`src/rtl/core/blac_pkg.sv`:
```
// Shared constants and codes for the budgeted LRU asset cache.
// Depends on nothing; the core module refers to it by scoped names.
package blac_pkg;

    // Table geometry and eviction policy.
    localparam int TABLE_ENTRIES = 32;
    localparam int GRACE_FRAMES  = 2;
    localparam int IDX_W         = $clog2(TABLE_ENTRIES);
    localparam int CNT_W         = $clog2(TABLE_ENTRIES + 1);

    // Field widths.
    localparam int HASH_W  = 32;
    localparam int BYTES_W = 32;
    localparam int FRAME_W = 32;
    localparam int TOTAL_W = 40;
    localparam int BUDGET_W = 12;
    localparam int MIB_SHIFT = 20;

    // Item function codes.
    localparam logic [1:0] FUNC_LOOKUP   = 2'd0;
    localparam logic [1:0] FUNC_COMPLETE = 2'd1;
    localparam logic [1:0] FUNC_NEWFRAME = 2'd2;
    localparam logic [1:0] FUNC_SETTLE   = 2'd3;

    // Entry states and lookup status codes.
    localparam logic [1:0] ST_MISSING  = 2'd0;
    localparam logic [1:0] ST_LOADING  = 2'd1;
    localparam logic [1:0] ST_RESIDENT = 2'd2;
    localparam logic [1:0] ST_FULL     = 2'd3;

    // Result kinds.
    localparam logic [1:0] KIND_ANSWER = 2'd0;
    localparam logic [1:0] KIND_EVICT  = 2'd1;
    localparam logic [1:0] KIND_DONE   = 2'd2;

endpackage

```
`src/rtl/core/budgeted_lru_asset_cache.sv`:
```
// Budgeted LRU asset cache: a scanned table of asset entries under a byte budget.
// Lookup and completion: one entry read a cycle into the single compare unit, a decision state,
// then the output load; a new frame goes straight to the output load. Settle checks the budget
// and scans for each eviction result, then gives the done result once within budget or when no
// entry is eligible; a stalled result holds the block. New items are taken only after the last load.
// Reset (synchronous, active low) clears valid bits, frame, total, budget and control.
module budgeted_lru_asset_cache (
    input  logic        i_clk,
    input  logic        i_rst_n,
    // Configuration write channel
    input  logic        i_cfg_valid,
    output logic        o_cfg_ready,
    input  logic [11:0] i_cfg_budget_mb,
    // Input item channel
    input  logic        i_in_valid,
    output logic        o_in_stall,
    input  logic [1:0]  i_func,
    input  logic [31:0] i_asset_hash,
    input  logic        i_in_package,
    input  logic        i_load_ok,
    input  logic [31:0] i_asset_bytes,
    // Result channel
    output logic        o_out_valid,
    input  logic        i_out_stall,
    output logic [1:0]  o_result_kind,
    output logic [1:0]  o_lookup_status,
    output logic        o_request_load,
    output logic [31:0] o_evicted_hash,
    output logic [31:0] o_freed_bytes,
    output logic [39:0] o_total_resident,
    output logic        o_last
);

    localparam int IW = blac_pkg::IDX_W;
    localparam int CW = blac_pkg::CNT_W;
    localparam int N  = blac_pkg::TABLE_ENTRIES;

    // Sequencer states.
    localparam logic [2:0] S_IDLE   = 3'd0;
    localparam logic [2:0] S_SCAN   = 3'd1;
    localparam logic [2:0] S_DECIDE = 3'd2;
    localparam logic [2:0] S_CHECK  = 3'd3;
    localparam logic [2:0] S_EMIT   = 3'd4;

    logic [2:0]  r_state, n_state;
    logic [N-1:0] r_valid;
    logic [31:0] r_frame;
    logic [39:0] r_total;
    logic [11:0] r_budget_mb;

    // Entry tables.
    logic [31:0] r_key_mem  [N];
    logic [1:0]  r_st_mem   [N];
    logic [31:0] r_last_mem [N];
    logic [31:0] r_size_mem [N];

    // Captured item.
    logic [1:0]  r_func;
    logic [31:0] r_hash;
    logic        r_pkg;
    logic        r_ok;
    logic [31:0] r_bytes;

    // Scan pipeline and results.
    logic [CW-1:0] r_scan_cnt;
    logic          r_rd_vld;
    logic [IW-1:0] r_rd_idx;
    logic [31:0]   r_rd_key;
    logic [1:0]    r_rd_st;
    logic [31:0]   r_rd_last;
    logic [31:0]   r_rd_size;
    logic          r_found;
    logic [IW-1:0] r_match_idx;
    logic [1:0]    r_match_st;
    logic          r_free_found;
    logic [IW-1:0] r_free_idx;
    logic          r_best_found;
    logic [IW-1:0] r_best_idx;
    logic [31:0]   r_best_last;
    logic [31:0]   r_best_key;
    logic [31:0]   r_best_size;

    // Pending result.
    logic [1:0] r_p_kind;
    logic [1:0] r_p_status;
    logic       r_p_req;
    logic       r_p_last;

    // Output register.
    logic        r_out_valid;
    logic [1:0]  r_out_kind;
    logic [1:0]  r_out_status;
    logic        r_out_req;
    logic [31:0] r_out_hash;
    logic [31:0] r_out_freed;
    logic [39:0] r_out_total;
    logic        r_out_last;

    logic          in_acc;
    logic          out_free;
    logic          emit_go;
    logic          issue;
    logic [IW-1:0] rd_addr;
    logic          scan_last;
    logic          ent_valid;
    logic          key_hit;
    logic          eligible;
    logic          older;
    logic [39:0]   limit;
    logic          over_budget;
    logic          start_scan;

    // Table write port and decision results.
    logic          we_key, we_st, we_last, we_size;
    logic [IW-1:0] wr_idx;
    logic [1:0]    wr_st;
    logic [31:0]   wr_size;
    logic [1:0]    d_kind;
    logic [1:0]    d_status;
    logic          d_req;
    logic          d_last;

    // Handshakes.
    assign o_cfg_ready = 1'b1;
    assign o_in_stall  = (r_state != S_IDLE);
    assign in_acc      = i_in_valid && (r_state == S_IDLE);
    assign out_free    = !r_out_valid || !i_out_stall;
    assign emit_go     = (r_state == S_EMIT) && out_free;

    // Scan address issue: one entry read per cycle.
    assign issue     = (r_state == S_SCAN) && (r_scan_cnt != CW'(N));
    assign rd_addr   = r_scan_cnt[IW-1:0];
    assign scan_last = r_rd_vld && (r_rd_idx == IW'(N - 1));

    // Shared compare unit on the entry read last cycle.
    assign ent_valid = r_valid[r_rd_idx];
    assign key_hit   = ent_valid && (r_rd_key == r_hash);
    assign eligible  = ent_valid && (r_rd_st == blac_pkg::ST_RESIDENT) &&
                       (({1'b0, r_rd_last} + 33'(blac_pkg::GRACE_FRAMES)) <= {1'b0, r_frame});
    assign older     = !r_best_found || (r_rd_last < r_best_last);

    // Budget in bytes and its check.
    assign limit       = {8'd0, r_budget_mb, 20'd0};
    assign over_budget = (r_budget_mb != 12'd0) && (r_total > limit);
    assign start_scan  = (in_acc && (i_func == blac_pkg::FUNC_LOOKUP ||
                                     i_func == blac_pkg::FUNC_COMPLETE)) ||
                         (r_state == S_CHECK && over_budget);

    // Next sequencer state.
    always_comb begin
        n_state = r_state;
        unique case (r_state)
            S_IDLE: begin
                if (in_acc) begin
                    unique case (i_func)
                        blac_pkg::FUNC_LOOKUP:   n_state = S_SCAN;
                        blac_pkg::FUNC_COMPLETE: n_state = S_SCAN;
                        blac_pkg::FUNC_NEWFRAME: n_state = S_EMIT;
                        blac_pkg::FUNC_SETTLE:   n_state = S_CHECK;
                    endcase
                end
            end
            S_CHECK:  n_state = over_budget ? S_SCAN : S_EMIT;
            S_SCAN:   n_state = scan_last ? S_DECIDE : S_SCAN;
            S_DECIDE: n_state = S_EMIT;
            S_EMIT: begin
                if (out_free) begin
                    n_state = (r_p_kind == blac_pkg::KIND_EVICT) ? S_CHECK : S_IDLE;
                end
            end
            default:  n_state = S_IDLE;
        endcase
    end

    // Decision after a scan: table writes and the pending result.
    always_comb begin
        we_key   = 1'b0;
        we_st    = 1'b0;
        we_last  = 1'b0;
        we_size  = 1'b0;
        wr_idx   = r_match_idx;
        wr_st    = blac_pkg::ST_MISSING;
        wr_size  = 32'd0;
        d_kind   = blac_pkg::KIND_ANSWER;
        d_status = blac_pkg::ST_MISSING;
        d_req    = 1'b0;
        d_last   = 1'b1;
        unique case (r_func)
            blac_pkg::FUNC_LOOKUP: begin
                if (r_hash != 32'd0) begin
                    if (r_found) begin
                        we_last  = (r_match_st == blac_pkg::ST_RESIDENT);
                        d_status = r_match_st;
                    end else if (r_free_found) begin
                        we_key   = 1'b1;
                        we_st    = 1'b1;
                        we_last  = 1'b1;
                        we_size  = 1'b1;
                        wr_idx   = r_free_idx;
                        wr_st    = r_pkg ? blac_pkg::ST_LOADING : blac_pkg::ST_MISSING;
                        d_status = wr_st;
                        d_req    = r_pkg;
                    end else begin
                        d_status = blac_pkg::ST_FULL;
                    end
                end
            end
            blac_pkg::FUNC_COMPLETE: begin
                if (r_found) begin
                    d_status = r_match_st;
                    if (r_match_st == blac_pkg::ST_LOADING) begin
                        we_st    = 1'b1;
                        we_last  = r_ok;
                        we_size  = r_ok;
                        wr_st    = r_ok ? blac_pkg::ST_RESIDENT : blac_pkg::ST_MISSING;
                        wr_size  = r_bytes;
                        d_status = wr_st;
                    end
                end
            end
            blac_pkg::FUNC_NEWFRAME: begin
                d_status = blac_pkg::ST_MISSING;
            end
            blac_pkg::FUNC_SETTLE: begin
                d_kind = r_best_found ? blac_pkg::KIND_EVICT : blac_pkg::KIND_DONE;
                d_last = !r_best_found;
            end
        endcase
    end

    // Entry tables: one write and one scan read per cycle.
    always_ff @(posedge i_clk) begin
        if (r_state == S_DECIDE) begin
            if (we_key) begin
                r_key_mem[wr_idx] <= r_hash;
            end
            if (we_st) begin
                r_st_mem[wr_idx] <= wr_st;
            end
            if (we_last) begin
                r_last_mem[wr_idx] <= r_frame;
            end
            if (we_size) begin
                r_size_mem[wr_idx] <= wr_size;
            end
        end
        if (issue) begin
            r_rd_key  <= r_key_mem[rd_addr];
            r_rd_st   <= r_st_mem[rd_addr];
            r_rd_last <= r_last_mem[rd_addr];
            r_rd_size <= r_size_mem[rd_addr];
        end
        r_rd_idx <= rd_addr;
    end

    // Control state.
    always_ff @(posedge i_clk) begin
        if (!i_rst_n) begin
            r_state      <= S_IDLE;
            r_valid      <= '0;
            r_frame      <= 32'd0;
            r_total      <= 40'd0;
            r_budget_mb  <= 12'd0;
            r_scan_cnt   <= '0;
            r_rd_vld     <= 1'b0;
            r_found      <= 1'b0;
            r_free_found <= 1'b0;
            r_best_found <= 1'b0;
            r_out_valid  <= 1'b0;
        end else begin
            r_state  <= n_state;
            r_rd_vld <= issue;
            if (i_cfg_valid) begin
                r_budget_mb <= i_cfg_budget_mb;
            end
            if (in_acc && i_func == blac_pkg::FUNC_NEWFRAME) begin
                r_frame <= r_frame + 32'd1;
            end

            // Scan bookkeeping.
            if (start_scan) begin
                r_scan_cnt   <= '0;
                r_found      <= 1'b0;
                r_free_found <= 1'b0;
                r_best_found <= 1'b0;
            end else begin
                if (issue) begin
                    r_scan_cnt <= r_scan_cnt + CW'(1);
                end
                if (r_rd_vld) begin
                    if (key_hit && !r_found) begin
                        r_found <= 1'b1;
                    end
                    if (!ent_valid && !r_free_found) begin
                        r_free_found <= 1'b1;
                    end
                    if (eligible && older) begin
                        r_best_found <= 1'b1;
                    end
                end
            end

            // Table updates at decision time.
            if (r_state == S_DECIDE) begin
                if (r_func == blac_pkg::FUNC_LOOKUP && we_key) begin
                    r_valid[wr_idx] <= 1'b1;
                end
                if (r_func == blac_pkg::FUNC_COMPLETE && we_size) begin
                    r_total <= r_total + {8'd0, r_bytes};
                end
                if (r_func == blac_pkg::FUNC_SETTLE && r_best_found) begin
                    r_valid[r_best_idx] <= 1'b0;
                    r_total <= (r_total >= {8'd0, r_best_size}) ?
                               r_total - {8'd0, r_best_size} : 40'd0;
                end
            end

            // Output register valid.
            if (emit_go) begin
                r_out_valid <= 1'b1;
            end else if (!i_out_stall) begin
                r_out_valid <= 1'b0;
            end
        end
    end

    // Payload registers: captured item, scan captures, pending and output result.
    always_ff @(posedge i_clk) begin
        if (in_acc) begin
            r_func  <= i_func;
            r_hash  <= i_asset_hash;
            r_pkg   <= i_in_package;
            r_ok    <= i_load_ok;
            r_bytes <= i_asset_bytes;
        end
        if (r_rd_vld) begin
            if (key_hit && !r_found) begin
                r_match_idx <= r_rd_idx;
                r_match_st  <= r_rd_st;
            end
            if (!ent_valid && !r_free_found) begin
                r_free_idx <= r_rd_idx;
            end
            if (eligible && older) begin
                r_best_idx  <= r_rd_idx;
                r_best_last <= r_rd_last;
                r_best_key  <= r_rd_key;
                r_best_size <= r_rd_size;
            end
        end

        // Pending result for the emit state.
        if (in_acc && i_func == blac_pkg::FUNC_NEWFRAME) begin
            r_p_kind   <= blac_pkg::KIND_ANSWER;
            r_p_status <= blac_pkg::ST_MISSING;
            r_p_req    <= 1'b0;
            r_p_last   <= 1'b1;
        end else if (r_state == S_CHECK && !over_budget) begin
            r_p_kind   <= blac_pkg::KIND_DONE;
            r_p_status <= blac_pkg::ST_MISSING;
            r_p_req    <= 1'b0;
            r_p_last   <= 1'b1;
        end else if (r_state == S_DECIDE) begin
            r_p_kind   <= d_kind;
            r_p_status <= d_status;
            r_p_req    <= d_req;
            r_p_last   <= d_last;
        end

        // Load the output register.
        if (emit_go) begin
            r_out_kind   <= r_p_kind;
            r_out_status <= r_p_status;
            r_out_req    <= r_p_req;
            r_out_hash   <= (r_p_kind == blac_pkg::KIND_EVICT) ? r_best_key : 32'd0;
            r_out_freed  <= (r_p_kind == blac_pkg::KIND_EVICT) ? r_best_size : 32'd0;
            r_out_total  <= r_total;
            r_out_last   <= r_p_last;
        end
    end

    assign o_out_valid      = r_out_valid;
    assign o_result_kind    = r_out_kind;
    assign o_lookup_status  = r_out_status;
    assign o_request_load   = r_out_req;
    assign o_evicted_hash   = r_out_hash;
    assign o_freed_bytes    = r_out_freed;
    assign o_total_resident = r_out_total;
    assign o_last           = r_out_last;

    // An eviction report is never the final result of a settle.
    a_evict_not_last: assert property (@(posedge i_clk) disable iff (!i_rst_n)
        (o_out_valid && o_result_kind == blac_pkg::KIND_EVICT) |-> !o_last)
        else $error("eviction report marked as last");

    // An accepted item keeps the block busy in the following cycle.
    a_busy_after_accept: assert property (@(posedge i_clk) disable iff (!i_rst_n)
        (i_in_valid && !o_in_stall) |=> o_in_stall)
        else $error("input taken again right after a transfer");

    // The resident total never grows while a settle is in work.
    a_settle_no_growth: assert property (@(posedge i_clk) disable iff (!i_rst_n)
        (r_state != S_IDLE && r_func == blac_pkg::FUNC_SETTLE) |=> (r_total <= $past(r_total)))
        else $error("resident total grew during settle");

endmodule

```
`config.mk`:
```
export PLATFORM = sky130hd
export DESIGN_NAME = budgeted_lru_asset_cache
export DESIGN_NICKNAME = d
export VERILOG_FILES = /design/src/rtl/core/blac_pkg.sv /design/src/rtl/core/budgeted_lru_asset_cache.sv
export SDC_FILE = /design/constraint.sdc
export NUM_CORES = 2
export LEC_CHECK = 0
export ABC_AREA = 0
export BUFFER_PORTS_ARGS = -buffer_cell sky130_fd_sc_hd__buf_2
export CORE_UTILIZATION = 30
export DETAILED_ROUTE_END_ITERATION = 7
export GPL_ROUTABILITY_DRIVEN = 0
export SLEW_MARGIN = 20
export SYNTH_ARGS = -nofsm -noshare
export SYNTH_HDL_FRONTEND = slang
export SYNTH_SLANG_ARGS = --single-unit
```
`constraint.sdc`:
```
create_clock -name i_clk -period 9.3 [get_ports i_clk]
set_clock_uncertainty 0.05 [all_clocks]
set_input_delay 0.465 -clock i_clk [delete_from_list [all_inputs] [get_ports i_clk]]
set_output_delay 0.465 -clock i_clk [all_outputs]
set_load 0.03 [all_outputs]
```
==> After elaboration in Yosys (flattened, before gate mapping) <==
Memories as Yosys holds them, arrays and structs flattened. A register that Yosys moved wholly into a read port is not among the register bits.
Index checks and enable logic that the tools add are counted.
{ "totals": {"romBits": 0, "reg_bits": 432, "mem_count": 4, "mem_bits_rw": 3136, "latchBits": 0} }
{ "memory_table": {"columns": ["name", "depth", "width", "rd", "rd_ports_with_merged_regs", "write_ports", "line", "rtl"], "rows": [
  ["r_key_mem", 32, 32, 1, 1, 1, "budgeted_lru_asset_cache.sv:52", "logic [31:0] r_key_mem [N];"],
  ["r_last_mem", 32, 32, 1, 1, 1, "budgeted_lru_asset_cache.sv:54", "logic [31:0] r_last_mem [N];"],
  ["r_size_mem", 32, 32, 1, 1, 1, "budgeted_lru_asset_cache.sv:55", "logic [31:0] r_size_mem [N];"],
  ["r_st_mem", 32, 2, 1, 1, 1, "budgeted_lru_asset_cache.sv:53", "logic [1:0] r_st_mem [N];"]
]} }
{ "classes": {"n_bitwise": 4, "mul": 0, "n_lt_le_gt_ge": 9, "shifts": 0, "div": 0, "reduce_logical": 47, "n_mux": 77, "addsub": 5, "eq_ne": 19} }
{ "ops": {"columns": ["op", "count"], "rows": [
  ["$mux 32", 7],
  ["$mux 40", 3],
  ["$add 40x32->40", 1],
  ["$ge 40x32->1", 1],
  ["$gt 40x32->1", 1],
  ["$sub 40x32->40", 1],
  ["$mux 1", 36],
  ["$add 32x2->33 const B", 1],
  ["$le 33x32->1", 1],
  ["$add 32x1->32 const B", 1],
  ["$and 32x32->32", 1],
  ["$eq 32x32->1", 1],
  ["$lt 32x32->1", 1],
  ["$not 32->32", 1],
  ["$or 32x32->32", 1],
  ["$reduce_bool 32->1", 1],
  ["$mux 2", 14],
  ["$logic_and 1x1->1", 20],
  ["$mux 5", 4],
  ["$lt 5x6->1 const B", 3],
  ["$pmux 3 s5", 1],
  ["$reduce_bool 12->1", 1],
  ["$demux 1 s5", 2],
  ["$eq 2x2->1 const B", 5],
  ["24 further kinds", 52]
]} }

==> Depth between registers and ports, before layout <==
{ "depth": {"word_depth": 14, "mapped_depth": 16, "depth_no_buf": 16} }

==> Worst setup path after synthesis <==
OpenSTA, ideal clock, no wires.
{ "synth_timing": {"path_type": "register -> register", "from": "register r_scan_cnt[1]", "to": "register r_scan_cnt[5]", "path_slack_ns": 0.012, "n_path_buf": 3, "required_time_ns": 9.097, "synth_period_minus_slack_ns": 9.288, "arrival_time_ns": 9.086, "setup_time_ns": 0.153, "path_stages_with_launch": 12, "cell_sequence": "dfxtp_1 -> clkbuf_1 -> buf_1 -> clkbuf_1 -> inv_1 -> ha_1 -> nor4b_1 -> a2111oi_2 -> nand4_1 -> nor2_1 -> xnor2_1 -> nor3_1"} }
{ "synth_via": {"elab_chain_cells": 2} }
{ "synth_rtl": {"columns": ["element", "line", "rtl"], "rows": [
  ["start: declaration", "budgeted_lru_asset_cache.sv:65", "logic [CW-1:0] r_scan_cnt;"],
  ["start signal: assignment", "budgeted_lru_asset_cache.sv:288", "r_scan_cnt <= r_scan_cnt + CW'(1);"],
  ["$ne 6x6->1", "budgeted_lru_asset_cache.sv:131", "assign issue = (r_state == S_SCAN) && (r_scan_cnt != CW'(N));"],
  ["$logic_and 1x1->1", "budgeted_lru_asset_cache.sv:131", null],
  ["via issue", "budgeted_lru_asset_cache.sv:102", "logic issue;"]
]} }
The timed path passes the listed nets, and every way through them passes these cells.
A chain may end at the register's enable or synchronous reset.

==> Final worst setup path <==
{ "layout_timing": {"from": "register r_hash[8]", "to": "memory r_key_mem[8][15] (enable)"} }
{ "layout_via": {"elab_chain_cells": 6} }
{ "layout_rtl": {"columns": ["element", "line", "rtl"], "rows": [
  ["start: declaration", "budgeted_lru_asset_cache.sv:59", "logic [31:0] r_hash;"],
  ["start signal: assignment", "budgeted_lru_asset_cache.sv:331", "r_hash <= i_asset_hash;"],
  ["$reduce_bool 32->1 *", "budgeted_lru_asset_cache.sv:190", "if (r_hash != 32'd0) begin"],
  ["$mux 1", "budgeted_lru_asset_cache.sv:190", null],
  ["$mux 1", "budgeted_lru_asset_cache.sv:188", "unique case (r_func)"],
  ["$mux 1", "budgeted_lru_asset_cache.sv:234", "if (we_key) begin"],
  ["$mux 1", "budgeted_lru_asset_cache.sv:233", "if (r_state == S_DECIDE) begin"],
  ["$mux 1 (not written as such)", "budgeted_lru_asset_cache.sv:235", "r_key_mem[wr_idx] <= r_hash;"],
  ["end: declaration", "budgeted_lru_asset_cache.sv:52", null]
]} }
Every way passes the cells marked *; elsewhere a longest branch is shown, timed or not.

==> impl_results.rst <==
.. list-table::
   :header-rows: 1

   * - Metric
     - Value
   * - Yosys warns
     - 0
   * - Number of instances on the worst hold path
     - 3
   * - Layout fillers
     - 44300
   * - Number of DRC violations after detailed-routing iteration 0
     - 8008
   * - Number of instances in the placed design
     - 13300
   * - Cell types with the highest counts after synthesis
     - 3525 x sky130_fd_sc_hd__edfxtp_1, 990 x sky130_fd_sc_hd__mux4_2, 275 x sky130_fd_sc_hd__nor2_1
   * - Final slew viol count
     - 0
   * - Number of max-cap violations
     - 0
   * - Part of the Yosys area used for sequential elements
     - 75.1%
   * - Final-layout setup total negative slack
     - 0 ps
   * - Crit-path max FO
     - 34
   * - Required time of the critical path
     - 9830 ps
   * - Number of placed I/O pins
     - 198
   * - Synth top area cells
     - sky130_fd_sc_hd__edfxtp_1 73%, sky130_fd_sc_hd__mux4_2 15%, sky130_fd_sc_hd__dfxtp_1 2.0%, sky130_fd_sc_hd__ha_1 1.2%, sky130_fd_sc_hd__mux2_2 0.77%
   * - First-pass GRT wire length
     - 538 mm
   * - All-Layer GR Usage
     - 15.3%
   * - Die Span X
     - 696 um
   * - Minimum clock period
     - 5470 ps
   * - Fraction of the core area covered by cells at the end of the flow
     - 35.0%
   * - Most frequently used flop master after synthesis
     - sky130_fd_sc_hd__edfxtp_1
   * - Crit-path cells
     - nor4_1, nand4_1, o21ai_2, nor2_4, o41ai_1, nand2_1, nor2_4, buf_4
   * - Achievable clock frequency
     - 183 MHz
   * - Clock buffers created by TritonCTS
     - 377
   * - Net count reported at finish
     - 7590
   * - Least-Margin Pin Slew
     - 1130 ps
   * - Number of post-CTS setup repair buffers
     - 0
   * - Static power due to leakage
     - 54.4 nW
   * - Crit Path Category
     - register to register
   * - Capturing element type of the critical path
     - register
   * - Overall via count from detail_route
     - 71300
   * - Avg Cell Area, Syn
     - 21.2 um^2
   * - Most common cell in the synthesized netlist
     - sky130_fd_sc_hd__edfxtp_1
   * - Post-synth top area share
     - 73.2%
   * - Remaining number of nets flagged by the antenna check after routing
     - 0
   * - Final setup vio count
     - 0
   * - Initial Util
     - 30.2%
   * - H-tree Lvls
     - 5
   * - Post-synthesis sequential element count
     - 3666
   * - Count of standard-cell rows
     - 254
   * - Cell count of the worst reg-to-reg path
     - 8
   * - Register-to-register setup slack
     - 3830 ps
   * - Peak VDD IR
     - 0.000154 V
   * - RSZ-0062 raised after global routing
     - false
   * - Relative slew slack
     - 24.4%
   * - Outcome
     - completed
   * - Final routed wire length divided by cell count
     - 27.0 um
   * - Number of nets in the synthesized netlist
     - 7061
   * - Die extent in y
     - 696 um
   * - Area of all sequential standard cells
     - 109000 um^2
   * - Clock transition time at the flip-flop clock pins of the worst setup and hold paths
     - 60 ps
   * - Critical register-to-register path startpoint
     - r_hash[8]
   * - Non-filler cells in the finished layout
     - 14100
   * - Largest area contributor in the synthesized netlist
     - sky130_fd_sc_hd__edfxtp_1
   * - Area Growth Syn to Fin
     - 15.8%
   * - Detailed-router iteration count before antenna repair
     - 6
   * - Fraction of final layout cells sized beyond drive strength 1
     - 28.8%
   * - Area of the die
     - 485000 um^2
   * - Area of the mapped netlist
     - 145000 um^2
   * - Worst setup slack after layout
     - 3830 ps
   * - Area used by multi-input combinational logic
     - 35000 um^2
   * - Clk root buf
     - sky130_fd_sc_hd__clkbuf_16
   * - Distinct cells, synth
     - 93
   * - CTS tree
     - built
   * - WP data arrival
     - 6000 ps
   * - Clock Sinks
     - 3666
   * - Post-DP HPWL
     - 208 mm
   * - Number of global-route vias before repair
     - 72700
   * - Port Buffer Count
     - 196
   * - Clock insertion delay at the later pin of the skew report
     - 960 ps
   * - Total DRC errors in the routed layout
     - 0
   * - Pwr Density
     - 208 nW/um^2
   * - Reg-to-reg critical path endpoint
     - r_key_mem[8][15]
   * - Overall overflow remaining after global route
     - 0
   * - Antenna violations before repair
     - 25
   * - Per-cell via count in the routed design
     - 5.06
   * - Post-Place Worst Slack
     - 3950 ps
   * - CP top delay family
     - simple AND/OR/NAND/NOR gates
   * - Total wire length
     - 380 mm
   * - CP bufs+invs
     - 1
   * - Number of synthesized flops with an enable pin
     - 3525
   * - Classification of the worst-slack hold path
     - primary input to register
   * - Core Area
     - 479000 um^2
   * - Maximum number of pins on one net before global-route repair
     - 140
   * - Count of final hold-check violations
     - 0
   * - Number of instances in the synthesized netlist
     - 6831
   * - Part of the cycle the worst path needs
     - 58.8%
   * - Delay of the slowest critical-path stage
     - 800 ps
   * - Most frequent CP cell
     - sky130_fd_sc_hd__nor2_4
   * - Total Power Consumption
     - 34.9 mW
   * - Hold Crit Start
     - i_cfg_valid
   * - Max Root-Sink Buffers
     - 4
   * - Post-synth ARST share
     - 0%
   * - Kind of launch point of the worst setup path
     - register
   * - Slowest stage cell on the critical path
     - sky130_fd_sc_hd__edfxtp_1
   * - Hold-critical path endpoint
     - r_budget_mb[9]
area by class of cell:
cell class / instances / share of cell area [%]
sequential: 3666 / 64.9
multi-input combinational: 2706 / 20.9
clock inverter: 214 / 1.16
clock buffer: 477 / 5.95
inverter: 145 / 0.326
antenna: 7 / 0.0105
tap: 6400 / 4.78
timing repair buffer: 464 / 2.01
metal layers:
layer | part of all wire (%) | global-route usage [%] | vias up
met5 | 0.027 | 0 | -
met3 | 6.9 | 2.27 | 595
met1 | 41 | 20.9 | 38200
li1 | - | - | 29500
met4 | 2.9 | 4.39 | 14
met2 | 49 | 25.5 | 2975
power breakdown:
part           switching (mW)  leakage [nW]  internal [mW]  total, mW
sequential              0.195          36.2           18.2       18.3
combinational           0.994          12.4          0.816       1.81
clock                    6.34          5.84           8.37       14.7
total                    7.53          54.4           27.3       34.9
worst register-to-register path, delay by kind of cell, from the launching register on:
kind | cells | cell delay (ps)
compound gates | 2 | 1470
buf+inv | 1 | 580
flops | 1 | 800
simple gates | 5 | 2130
sequential cells by signal (all words and copies together), names as in the netlist, 40 cells and up:
name,flops
r_total,40
r_size_mem,1024
r_key_mem,1024
r_last_mem,1024
r_st_mem,64
o_total_resident,40
how the worst max path moves through the flow:
stage / depth (start not counted) / slack, ps / startpoint / end
2_1_floorplan: 11 / 10 / r_scan_cnt[1] / r_scan_cnt[5]
3_3_place_gp: 17 / 3950 / r_rd_last[5] / r_best_key[20]
3_5_place_dp: 17 / 3950 / r_rd_last[1] / r_best_key[13]
4_1_cts: 8 / 3850 / r_hash[8] / r_size_mem[29][30]
5_1_grt: 17 / 3490 / r_rd_last[1] / r_best_key[20]
6_report: 8 / 3830 / r_hash[8] / r_key_mem[8][15]
what timing repair did:
action,in CTS,in global routing
gates resized for setup,0,0
endpoints found under the hold margin,81,0
hold buffers,88,0
per-stage QoR:
stage	instance area, um^2	hold WS (ps)
after global routing	168000	52.2
after floorplan	145000	279
final	168000	74.8
after CTS	167000	1.77
after global placement	155000	359
after detailed placement	155000	358
logic make-up (layout without fill, tap and decap cells):
kind of cell,after synthesis,after routing,synth area share (%)
adders and majority gates,145,145,1.26
muxes,1106,1106,16.3
buffers and inverters,459,1300,1.28
other,1,8,0.00259
and+or+nand+nor,840,840,2.86
AOI/OAI and AO/OA,469,469,2.29
xor gates and xnor gates,145,145,0.878
DFF,3666,3666,75.1
placed cells by master, fill, tap and decap left out, drive strengths merged, types with 13 or more instances in the layout:
cell type,synthesis,final
nor4,30,30
o221a,33,33
a211oi,25,25
and2,109,109
nand2,158,158
mux2,99,99
inv,145,161
buf,100,376
a21o,45,45
nor2,279,279
xnor2,92,92
dfxtp,141,141
o211ai,14,14
mux4,990,990
and3,21,21
bufinv,0,27
clkinv,0,161
o21ai,106,106
a21oi,118,118
nand2b,19,19
ha,143,143
mux2i,17,17
edfxtp,3525,3525
nor2b,17,17
nand4,48,48
o21a,17,17
xor2,53,53
or3,16,16
o31ai,15,15
dlygate4sd3,1,88
nand3,59,59
clkbuf,213,477
a31oi,17,17
nor3,46,46
a221oi,13,13
No activity file was read; power rests on OpenSTA's default activity.
